--- src/sv/tga_psd_pkg.sv ---
// Shared types and constants for the TGA pixel stream decoder.
// Holds the request structs, register index codes and conversion mode codes.
// Depends on nothing.
package tga_psd_pkg;

	localparam int unsigned CfgWidth = 32;

	localparam logic [7:0] CountMask = 8'h7f;
	localparam logic [7:0] RunFlag   = 8'h80;

	typedef enum logic [1:0] {
		CFG_BYTES_PER_PIXEL = 2'd0,
		CFG_RLE_ENABLE      = 2'd1,
		CFG_SWAP_MODE       = 2'd2,
		CFG_PIXEL_TOTAL     = 2'd3
	} cfg_idx_t;

	typedef enum logic [1:0] {
		SWAP_NONE   = 2'd0,
		SWAP_RB     = 2'd1,
		SWAP_REPACK = 2'd2,
		SWAP_RSVD   = 2'd3
	} swap_mode_t;

	typedef struct packed {
		logic [7:0] data_byte;
		logic       start_image;
	} in_req_t;

	typedef struct packed {
		logic [31:0] pixel_value;
		logic [7:0]  repeat_count;
		logic        image_done;
		logic        run_overflow;
	} out_req_t;

endpackage

--- src/sv/tga_pixel_stream_decoder.sv ---
// Top level of the TGA pixel stream decoder: input register, byte decode and result register.
// Depends on tga_psd_pkg for the request structs and the register codes.
//
// The input channel takes one pixel-data byte per request with a start_image flag that
// restarts decoding at pixel zero. The output channel delivers one converted pixel with its
// repeat count, an image end flag and a clipped-run flag. Header bytes, partial pixel bytes
// and bytes after the image end produce no output request.
// Both channels use valid and stall; a request moves when valid is high and stall is low.
// Registers are written through cfg_we, cfg_index and cfg_data; the user must write them only
// while the block is idle, which the block does not enforce. A taken byte is held in the input
// register and decoded from there; when it is processed, its result, if any, is loaded into the
// output register. Throughput is one byte per cycle while the receiver does not stall: the decode
// step is a single pass of byte assembly, packet count and 32-bit arithmetic on the pixel total.
// When the receiver stalls with a result waiting, the byte in the input register is held and
// the input stalls while that register is full; full rate resumes when the stall drops.
// Reset clears all decode state and loads the registers with pixel size 3, raw mode,
// red/blue swap and a pixel total of one.
module tga_pixel_stream_decoder (
	input  logic                                clk,
	input  logic                                arst_n,
	input  logic                                in_valid,
	output logic                                in_stall,
	input  tga_psd_pkg::in_req_t                in_data,
	output logic                                out_valid,
	input  logic                                out_stall,
	output tga_psd_pkg::out_req_t               out_data,
	input  logic                                cfg_we,
	input  tga_psd_pkg::cfg_idx_t               cfg_index,
	input  logic [tga_psd_pkg::CfgWidth-1:0]    cfg_data
);
	import tga_psd_pkg::*;

	logic [2:0]  bytes_per_pixel_q;
	logic        rle_enable_q;
	swap_mode_t  swap_mode_q;
	logic [31:0] pixel_total_q;

	logic [31:0] pixels_done_q, pixels_done_d;
	logic [7:0]  packet_left_q, packet_left_d;
	logic        packet_is_run_q, packet_is_run_d;
	logic [1:0]  byte_index_q, byte_index_d;
	logic [23:0] pixel_buffer_q, pixel_buffer_d;
	logic [7:0]  run_length_q, run_length_d;

	logic        valid_s1;
	in_req_t     in_s1;
	logic        out_valid_q;
	out_req_t    out_q;

	logic        proc;
	logic        emit;
	out_req_t    res;

	assign proc      = valid_s1 && (!out_valid_q || !out_stall);
	assign in_stall  = valid_s1 && !proc;
	assign out_valid = out_valid_q;
	assign out_data  = out_q;

	always_ff @(posedge clk or negedge arst_n) begin
		if (!arst_n) begin
			bytes_per_pixel_q <= 3'd3;
			rle_enable_q      <= 1'b0;
			swap_mode_q       <= SWAP_RB;
			pixel_total_q     <= 32'd1;
		end else if (cfg_we) begin
			unique case (cfg_index)
				CFG_BYTES_PER_PIXEL: bytes_per_pixel_q <= cfg_data[2:0];
				CFG_RLE_ENABLE:      rle_enable_q      <= cfg_data[0];
				CFG_SWAP_MODE:       swap_mode_q       <= swap_mode_t'(cfg_data[1:0]);
				CFG_PIXEL_TOTAL:     pixel_total_q     <= cfg_data;
				default: begin
				end
			endcase
		end
	end

	always_comb begin
		logic [2:0]  size;
		logic [7:0]  b;
		logic [31:0] px;
		logic [31:0] cv;
		logic [31:0] remaining;
		logic [7:0]  repeat_n;
		logic        ovf;
		logic        more;
		logic        done_flag;

		b    = in_s1.data_byte;
		size = bytes_per_pixel_q;
		if (bytes_per_pixel_q == 3'd0) begin
			size = 3'd1;
		end else if (bytes_per_pixel_q > 3'd4) begin
			size = 3'd4;
		end

		if (in_s1.start_image) begin
			pixels_done_d   = '0;
			packet_left_d   = '0;
			packet_is_run_d = 1'b0;
			byte_index_d    = '0;
			pixel_buffer_d  = '0;
			run_length_d    = '0;
		end else begin
			pixels_done_d   = pixels_done_q;
			packet_left_d   = packet_left_q;
			packet_is_run_d = packet_is_run_q;
			byte_index_d    = byte_index_q;
			pixel_buffer_d  = pixel_buffer_q;
			run_length_d    = run_length_q;
		end

		emit      = 1'b0;
		res       = '0;
		px        = '0;
		cv        = '0;
		remaining = pixel_total_q - pixels_done_d;
		repeat_n  = 8'd1;
		ovf       = 1'b0;
		more      = 1'b0;
		done_flag = 1'b0;

		if (pixels_done_d >= pixel_total_q) begin
			emit = 1'b0;
		end else if (rle_enable_q && packet_left_d == 8'd0) begin
			packet_is_run_d = (b & RunFlag) != 8'd0;
			run_length_d    = (b & CountMask) + 8'd1;
			packet_left_d   = (b & CountMask) + 8'd1;
			byte_index_d    = '0;
			pixel_buffer_d  = '0;
		end else if ({1'b0, byte_index_d} + 3'd1 < size) begin
			unique case (byte_index_d)
				2'd0: pixel_buffer_d[7:0]   = b;
				2'd1: pixel_buffer_d[15:8]  = b;
				2'd2: pixel_buffer_d[23:16] = b;
				2'd3: pixel_buffer_d        = pixel_buffer_d;
			endcase
			byte_index_d = byte_index_d + 2'd1;
		end else begin
			unique case (size)
				3'd1:    px = {24'd0, pixel_buffer_d[7:0] | b};
				3'd2:    px = {16'd0, pixel_buffer_d[15:8] | b, pixel_buffer_d[7:0]};
				3'd3:    px = {8'd0, pixel_buffer_d[23:16] | b, pixel_buffer_d[15:0]};
				default: px = {b, pixel_buffer_d};
			endcase
			byte_index_d   = '0;
			pixel_buffer_d = '0;

			if (!rle_enable_q) begin
				repeat_n = 8'd1;
			end else if (packet_is_run_d) begin
				repeat_n      = run_length_d;
				packet_left_d = '0;
			end else begin
				repeat_n      = 8'd1;
				packet_left_d = packet_left_d - 8'd1;
				more          = packet_left_d != 8'd0;
			end

			if ({24'd0, repeat_n} > remaining) begin
				repeat_n = remaining[7:0];
				ovf      = 1'b1;
			end
			done_flag     = {24'd0, repeat_n} == remaining;
			pixels_done_d = pixels_done_d + {24'd0, repeat_n};
			if (done_flag && more) begin
				ovf = 1'b1;
			end

			cv = px;
			if (swap_mode_q == SWAP_RB && size >= 3'd3) begin
				cv = {px[31:24], px[7:0], px[15:8], px[23:16]};
			end else if (swap_mode_q == SWAP_REPACK && size >= 3'd2) begin
				cv = {px[31:16], px[6:0], px[15], px[14:8], px[7]};
			end

			emit             = 1'b1;
			res.pixel_value  = cv;
			res.repeat_count = repeat_n;
			res.image_done   = done_flag;
			res.run_overflow = ovf;
		end
	end

	always_ff @(posedge clk or negedge arst_n) begin
		if (!arst_n) begin
			pixels_done_q   <= '0;
			packet_left_q   <= '0;
			packet_is_run_q <= 1'b0;
			byte_index_q    <= '0;
			pixel_buffer_q  <= '0;
			run_length_q    <= '0;
		end else if (proc) begin
			pixels_done_q   <= pixels_done_d;
			packet_left_q   <= packet_left_d;
			packet_is_run_q <= packet_is_run_d;
			byte_index_q    <= byte_index_d;
			pixel_buffer_q  <= pixel_buffer_d;
			run_length_q    <= run_length_d;
		end
	end

	always_ff @(posedge clk or negedge arst_n) begin
		if (!arst_n) begin
			valid_s1 <= 1'b0;
		end else if (in_valid && !in_stall) begin
			valid_s1 <= 1'b1;
		end else if (proc) begin
			valid_s1 <= 1'b0;
		end
	end

	always_ff @(posedge clk) begin
		if (in_valid && !in_stall) begin
			in_s1 <= in_data;
		end
	end

	always_ff @(posedge clk or negedge arst_n) begin
		if (!arst_n) begin
			out_valid_q <= 1'b0;
		end else if (proc) begin
			out_valid_q <= emit;
		end else if (out_valid_q && !out_stall) begin
			out_valid_q <= 1'b0;
		end
	end

	always_ff @(posedge clk) begin
		if (proc && emit) begin
			out_q <= res;
		end
	end

	// A run can only be clipped on the request that ends the image.
	a_ovf_ends_image: assert property (@(posedge clk) disable iff (!arst_n)
		out_valid && out_data.run_overflow |-> out_data.image_done)
		else $error("run_overflow without image_done");

	a_repeat_nonzero: assert property (@(posedge clk) disable iff (!arst_n)
		out_valid |-> out_data.repeat_count != 8'd0)
		else $error("zero repeat count");

	// The input register only stalls while it holds a byte.
	a_stall_needs_s1: assert property (@(posedge clk) disable iff (!arst_n)
		in_stall |-> valid_s1)
		else $error("input stalled with empty input register");

	a_done_reaches_total: assert property (@(posedge clk) disable iff (!arst_n)
		proc && emit && res.image_done && !cfg_we |=> pixels_done_q == pixel_total_q)
		else $error("image_done without reaching the pixel total");

endmodule
--- config.mk ---
export PLATFORM = sky130hd
export DESIGN_NAME = tga_pixel_stream_decoder
export DESIGN_NICKNAME = d
export VERILOG_FILES = /design/src/sv/tga_psd_pkg.sv /design/src/sv/tga_pixel_stream_decoder.sv
export SDC_FILE = /design/constraint.sdc
export NUM_CORES = 1
export LEC_CHECK = 0
export BUFFER_PORTS_ARGS = -buffer_cell sky130_fd_sc_hd__buf_2
export CAP_MARGIN = 5
export CORE_MARGIN = 3
export CORE_UTILIZATION = 40
export CTS_CLUSTER_DIAMETER = 50
export DETAILED_ROUTE_END_ITERATION = 8
export GPL_TIMING_DRIVEN = 0
export PLACE_DENSITY = 0.55
export SLEW_MARGIN = 20
export SYNTH_ARGS = -nofsm -noshare
export SYNTH_HDL_FRONTEND = slang
export SYNTH_SLANG_ARGS = --single-unit
export TNS_END_PERCENT = 10
--- constraint.sdc ---
create_clock -name clk -period 7.4 [get_ports clk]
set_input_delay 1.11 -clock clk [delete_from_list [all_inputs] [get_ports clk]]
set_output_delay 1.11 -clock clk [all_outputs]
set_load 0.005 [all_outputs]
Yosys cells after proc, flatten, opt, wreduce, memory -nomap -nowiden
Cells that the tools add are included.
{ "word_totals": {"out_inout_bits": 44, "inputBits": 48, "elab_cells": 125, "register_bits": 166} }
{ "classes": {"n_bitwise": 3, "n_eq_ne": 11, "n_mux": 55, "order_cmp": 6, "reduce_logical": 26, "n_addsub": 6} }
{ "ops": {"columns": ["cell", "n"], "rows": [
  ["two-way mux 8 bit", 21],
  ["two-way mux 32 bit", 4],
  ["two-way mux 24 bit", 5],
  ["case mux 32 bit (3 select lines)", 1],
  ["adder 32 x 8 -> 32 bit", 1],
  ["== test 8 x 32 -> 1 bit", 1],
  ["greater-or-equal comparator 32 bit", 1],
  ["greater-than comparator 8 x 32 -> 1 bit", 1],
  ["subtractor 32 bit", 1],
  ["OR 8 bit", 3],
  ["two-way mux 1 bit", 17],
  ["two-way mux 16 bit", 1],
  ["logical AND 1 bit", 9],
  ["adder 7 x 1 -> 8 bit, second input constant", 1],
  ["== test 2 bit, second input constant", 4],
  ["logical NOT 8 bit", 1],
  ["two-way mux 2 bit", 4],
  ["AND reduction 2 bit", 4],
  ["nonzero test 8 bit", 1],
  ["subtractor 8 x 1 -> 8 bit, second input constant", 1],
  ["== test 2 x 1 -> 1 bit, second input constant", 3],
  ["== test 3 x 2 -> 1 bit, second input constant", 2],
  ["greater-or-equal comparator 3 x 2 -> 1 bit, second input constant", 2],
  ["two-way mux 3 bit", 2],
  ["11 further kinds", 16]
]} }

Depth between registers and ports, before layout
{ "depth": {"ltp_word": 16, "mapped_depth": 33} }

Worst setup path after synthesis
No wires, ideal clock.
{ "synth_timing": {"path_kind": "reg-to-reg", "startpoint": "reg in_s1[0] in the netlist's numbering", "endpoint": "reg pixels_done_q[16]", "path_stages_with_launch": 33, "n_path_buf": 7, "arrival_ps": 6429, "slack_ps": 834, "setup_ps": 137, "required_time_ps": 7263, "cell_sequence": "edfxtp_1 -> clkbuf_1 -> inv_1 -> clkbuf_1 -> buf_1 -> buf_1 -> clkbuf_1 -> nand2_1 -> ha_1 -> buf_4 -> a21oi_4 -> o21ai_2 -> a221o_1 -> nor4_1 -> a311oi_1 -> or4_1 -> nor4_1 -> and4_1 -> nand2_4 -> buf_6 -> mux2i_1 -> ha_1 -> fa_1 -> a21o_1 -> a21oi_1 -> o21bai_1 -> a21oi_1 -> o21ai_0 -> a21oi_1 -> nand3b_1 -> nor2_1 -> xnor2_1 -> a21oi_1"} }
{ "synth_between": {"elab_chain_cells": 15, "word_cells_on_any_way": 25, "cone_classes": "3 x add/sub; 3 x order compare; 17 x mux; 2 x reduce/logical"} }
{ "synth_lines": {"columns": ["item", "line_no", "text"], "rows": [
  ["start: declaration", "tga_pixel_stream_decoder.sv:46", "in_req_t in_s1;"],
  ["start signal: assignment", "tga_pixel_stream_decoder.sv:214", "in_s1 <= in_data;"],
  ["branches (longest 14 deep; another with subtractor 32 bit)", null, null],
  ["two-way mux 32 bit (*)", "tga_pixel_stream_decoder.sv:122", "if (pixels_done_d >= pixel_total_q) begin"],
  ["end signal: assignment", "tga_pixel_stream_decoder.sv:193", "pixels_done_q <= pixels_done_d;"],
  ["end: declaration", "tga_pixel_stream_decoder.sv:38", "logic [31:0] pixels_done_q, pixels_done_d;"]
]} }
Mark *: on every way between the ends. The select of a mux whose other input is x is not followed.
A chain may end at the register's enable or synchronous reset.

Worst setup path in the final report
{ "layout_timing": {"startpoint": "reg in_s1[0] in the netlist's numbering", "endpoint": "reg pixels_done_q[24]"} }
Same word-level chain as after synthesis.

==> flow_summary_export.csv <==
group,metric,value,unit
critical_path,crit_path_start,"in_s1[0]$_DFFE_PP_",
synth,ys_types,84,
cts,clock_latency,0.45,ns
cts,clockBufferDepth,2,
detailed_routing,route.antenna.remaining_nets,0,
synth,ys_async_sr_fraction,0.6928,
critical_path,worstPathArrival,7.32,ns
synth,ys_ff_latch,166,
timing,fin_ws,0.4019,ns
detailed_routing,vias,9036,
critical_path,critPathMaxFanout,10,
grt,antenna_found_initial,0,
critical_path,rr_startpoint,"in_s1[0]$_DFFE_PP_",
final_layout,area_delta_synth_final,14.69,%
critical_path,endpoint,"pixels_done_q[24]$_DFFE_PN0P_",
timing,slew_viol_final,0,
critical_path,cp.required,7.72,ns
critical_path,critPathLaunchType,"flop",
timing,worst_slew_pin_slew,1.036,ns
detailed_routing,dr.pass1.iters,5,
detailed_routing,wl,30870,um
floorplanning,die_x,169.9,um
synth,synth_top_area_share,0.2587,
grt,grt_pass1_vias,8689,
cts,cts.sinks,166,
timing,fin_worst_skew,0.01762,ns
synth,seq_area_frac_synth,0.4110,
synth,syn_area_per_cell,9.338,sq um
floorplanning,ios,92,
place,preCtsSetupSlack,-1.519,ns
timing,fin_crit_sh,0.9457,
critical_path,criticalPathCategory,"flop to flop",
outcome,status,"finished clean",
synth,netlist_area,0.01074,sq mm
grt,grt_max_degree,82,
timing,rsz0062_at_grt,"true",
pwr,powerDensity,280.9,mW/mm^2
grt,grt_use_met2,0.3337,
critical_path,slowest_stage,"edfxtp_1",
synth,synth_warnings,0,
place,gp_congestion,0.9388,
run,drv_cap,0,
final_layout,num_antenna_cells,0,
critical_path,rrSetupSlack,0.40,ns
timing,hold_viol,0,
critical_path,crit_path_end_kind,"flop",
grt,grtUsageTotal,0.2131,
detailed_routing,wire_per_inst,19.19,um
synth,synthCells,1150,
cts,cts_buffers,17,
detailed_routing,vias_per_cell,5.616,
pwr,power.leakage,5.288,nW
cts,clk_pin_slew,0.07,ns
synth,synth_common_cells,"154 x nand2_1, 111 x dfrtp_1, 111 x nor2_1, 63 x a21oi_1, 61 x ha_1",
floorplanning,rows,59,
hold_path,min_path_type,"flop to flop",
final_layout,drive_above_1_share,0.1711,
grt,grt_pass1_wl,48400,um
timing,fin_tns_setup,0,ns
floorplanning,start_util,0.4098,
critical_path,crit_path_max_incr_delay,0.44,ns
floorplanning,die_h,169.9,um
synth,yosys-top-cells-area,"dfrtp_1 26%, edfxtp_1 14%, ha_1 7.1%",
grt,use_met1,0.3149,
pwr,ir_worst_vdd,0.1390,mV
detailed_routing,drc_errors,0,
floorplanning,dieArea,0.02885,sq mm
synth,mappedNetlistNets,1261,
detailed_routing,drt_iter0_drc,683,
timing,setup_viol,0,
synth,synthMostInstantiatedCell,"nand2_1",
place,hpwlAfterDp,23640,um
grt,grt_overflow,0,
timing,fmax,0.1429,GHz
timing,relSlewSlack,0.3075,
grt,top_usage_layer,"met2",
synth,yosysTopAreaCell,"dfrtp_1",
final_layout,final_core_util,0.4700,
critical_path,worst_r2r_path_depth,29,
place,io_buffers,91,
cts,cts_tree,"built",
critical_path,r2r_end,"pixels_done_q[24]$_DFFE_PN0P_",
cts,cts_root_buf,"clkbuf_16",
floorplanning,core-area,0.02621,sq mm
cts,cts-htree-levels,4,
grt,globalRouteMet3Util,0.03391,
timing,min_period,6.998,ns
final_layout,nets,1372,
synth,synth_edf_count,51,
synth,synth_ff_type,"dfrtp_1",
-- worst min-delay path by stage --
stage	start	slack, ns	cells past startpoint	to
3_3_place_gp	pixels_done_q[6]$_DFFE_PN0P_	0.46	2	pixels_done_q[6]$_DFFE_PN0P_
2_1_floorplan	run_length_q[7]$_DFFE_PN0P_	0.44	2	run_length_q[7]$_DFFE_PN0P_
3_5_place_dp	pixels_done_q[3]$_DFFE_PN0P_	0.47	2	pixels_done_q[3]$_DFFE_PN0P_
5_1_grt	pixels_done_q[7]$_DFFE_PN0P_	0.51	2	pixels_done_q[7]$_DFFE_PN0P_
6_report	pixels_done_q[4]$_DFFE_PN0P_	0.49	2	pixels_done_q[4]$_DFFE_PN0P_
4_1_cts	pixels_done_q[3]$_DFFE_PN0P_	0.49	2	pixels_done_q[3]$_DFFE_PN0P_
-- timing repair --
action / CTS / global route
endpoints found under the setup margin: 30 / 17
pin swaps: 0 / 1
hold buffers: 0 / 0
gates cloned: 0 / 0
buffers inserted: 3 / 0
gates resized for setup: 9 / 8
-- metrics by stage --
step	area [sq um]	hold WS, ns	power, mW	instances
finish	12320	0.4852	3.460	1609
CTS	12280	0.4876	3.452	1609
global placement	11610	0.4645	2.512	1576
detailed placement	11650	0.4714	2.518	1577
global route	12320	0.5100	3.670	1609
floorplan	10740	0.4431	2.128	1150
-- cell usage in the layout (no fill, tap or decap), types with 8 or more instances in the layout --
master / count
nor3_1: 14
mux2i_1: 14
nor2_1: 110
ha_1: 61
nor2b_1: 14
mux2_2: 36
o22a_1: 8
and3_1: 19
clkbuf_16: 17
buf_2: 97
xor2_1: 22
nand4_1: 10
dfrtp_1: 111
o21ai_1: 11
xnor2_1: 37
clkbuf_1: 32
inv_1: 40
o21ai_0: 47
nand3_1: 31
and2_1: 11
a21o_1: 18
o21a_1: 9
nand2b_1: 10
edfxtp_1: 51
a21oi_1: 61
a22oi_1: 17
nand2_1: 154
a22o_1: 40
-- worst max-delay path, delay by kind of cell, from the launching register on --
family	cells	cell delay, ns
DFF	1	0.44
muxes	1	0.14
AOI/OAI and AO/OA	10	1.96
xor gates and xnor gates	1	0.12
buffers and inverters	6	1.34
and+or+nand+nor	8	1.83
adders and majority gates	3	1.04
-- per-layer routing --
metal,part of all wire,routed length [um]
met4,0.010,313
met3,0.051,1561
met5,0,0
met2,0.45,13840
met1,0.49,15150
-- kinds of logic after synthesis --
group	share of synthesized area
muxes	0.05989
adders and majority gates	0.07480
xor gates and xnor gates	0.04812
buffers and inverters	0.03693
DFF	0.4110
and+or+nand+nor	0.1809
AOI/OAI and AO/OA	0.1883
-- power breakdown --
part / leakage (nW) / switching [mW] / internal (mW)
Combinational: 3.01 / 0.814 / 0.494
Sequential: 1.98 / 0.111 / 1.12
Clock: 0.296 / 0.438 / 0.485
-- registers in the layout, indices dropped and copies added (netlist names), 2 cells and up --
register and cells:
pixels_done_q 32, run_length_q 8, packet_left_q 8, pixel_total_q 32
in_s1 9, bytes_per_pixel_q 3, out_data 42, pixel_buffer_q 24
byte_index_q 2, swap_mode_q 2
-- layout make-up --
type	count	area (sq um)
clock inverters	15	175.2
multi-input cells	885	5969
flip-flops and latches	166	4414
fillers	2561	13890
clock buffers	17	425.4
inverters	42	161.4
plain buffers	54	236.5
well taps	335	419.2
repair buffers	95	515.5
No activity file was read; power rests on OpenSTA's default activity.
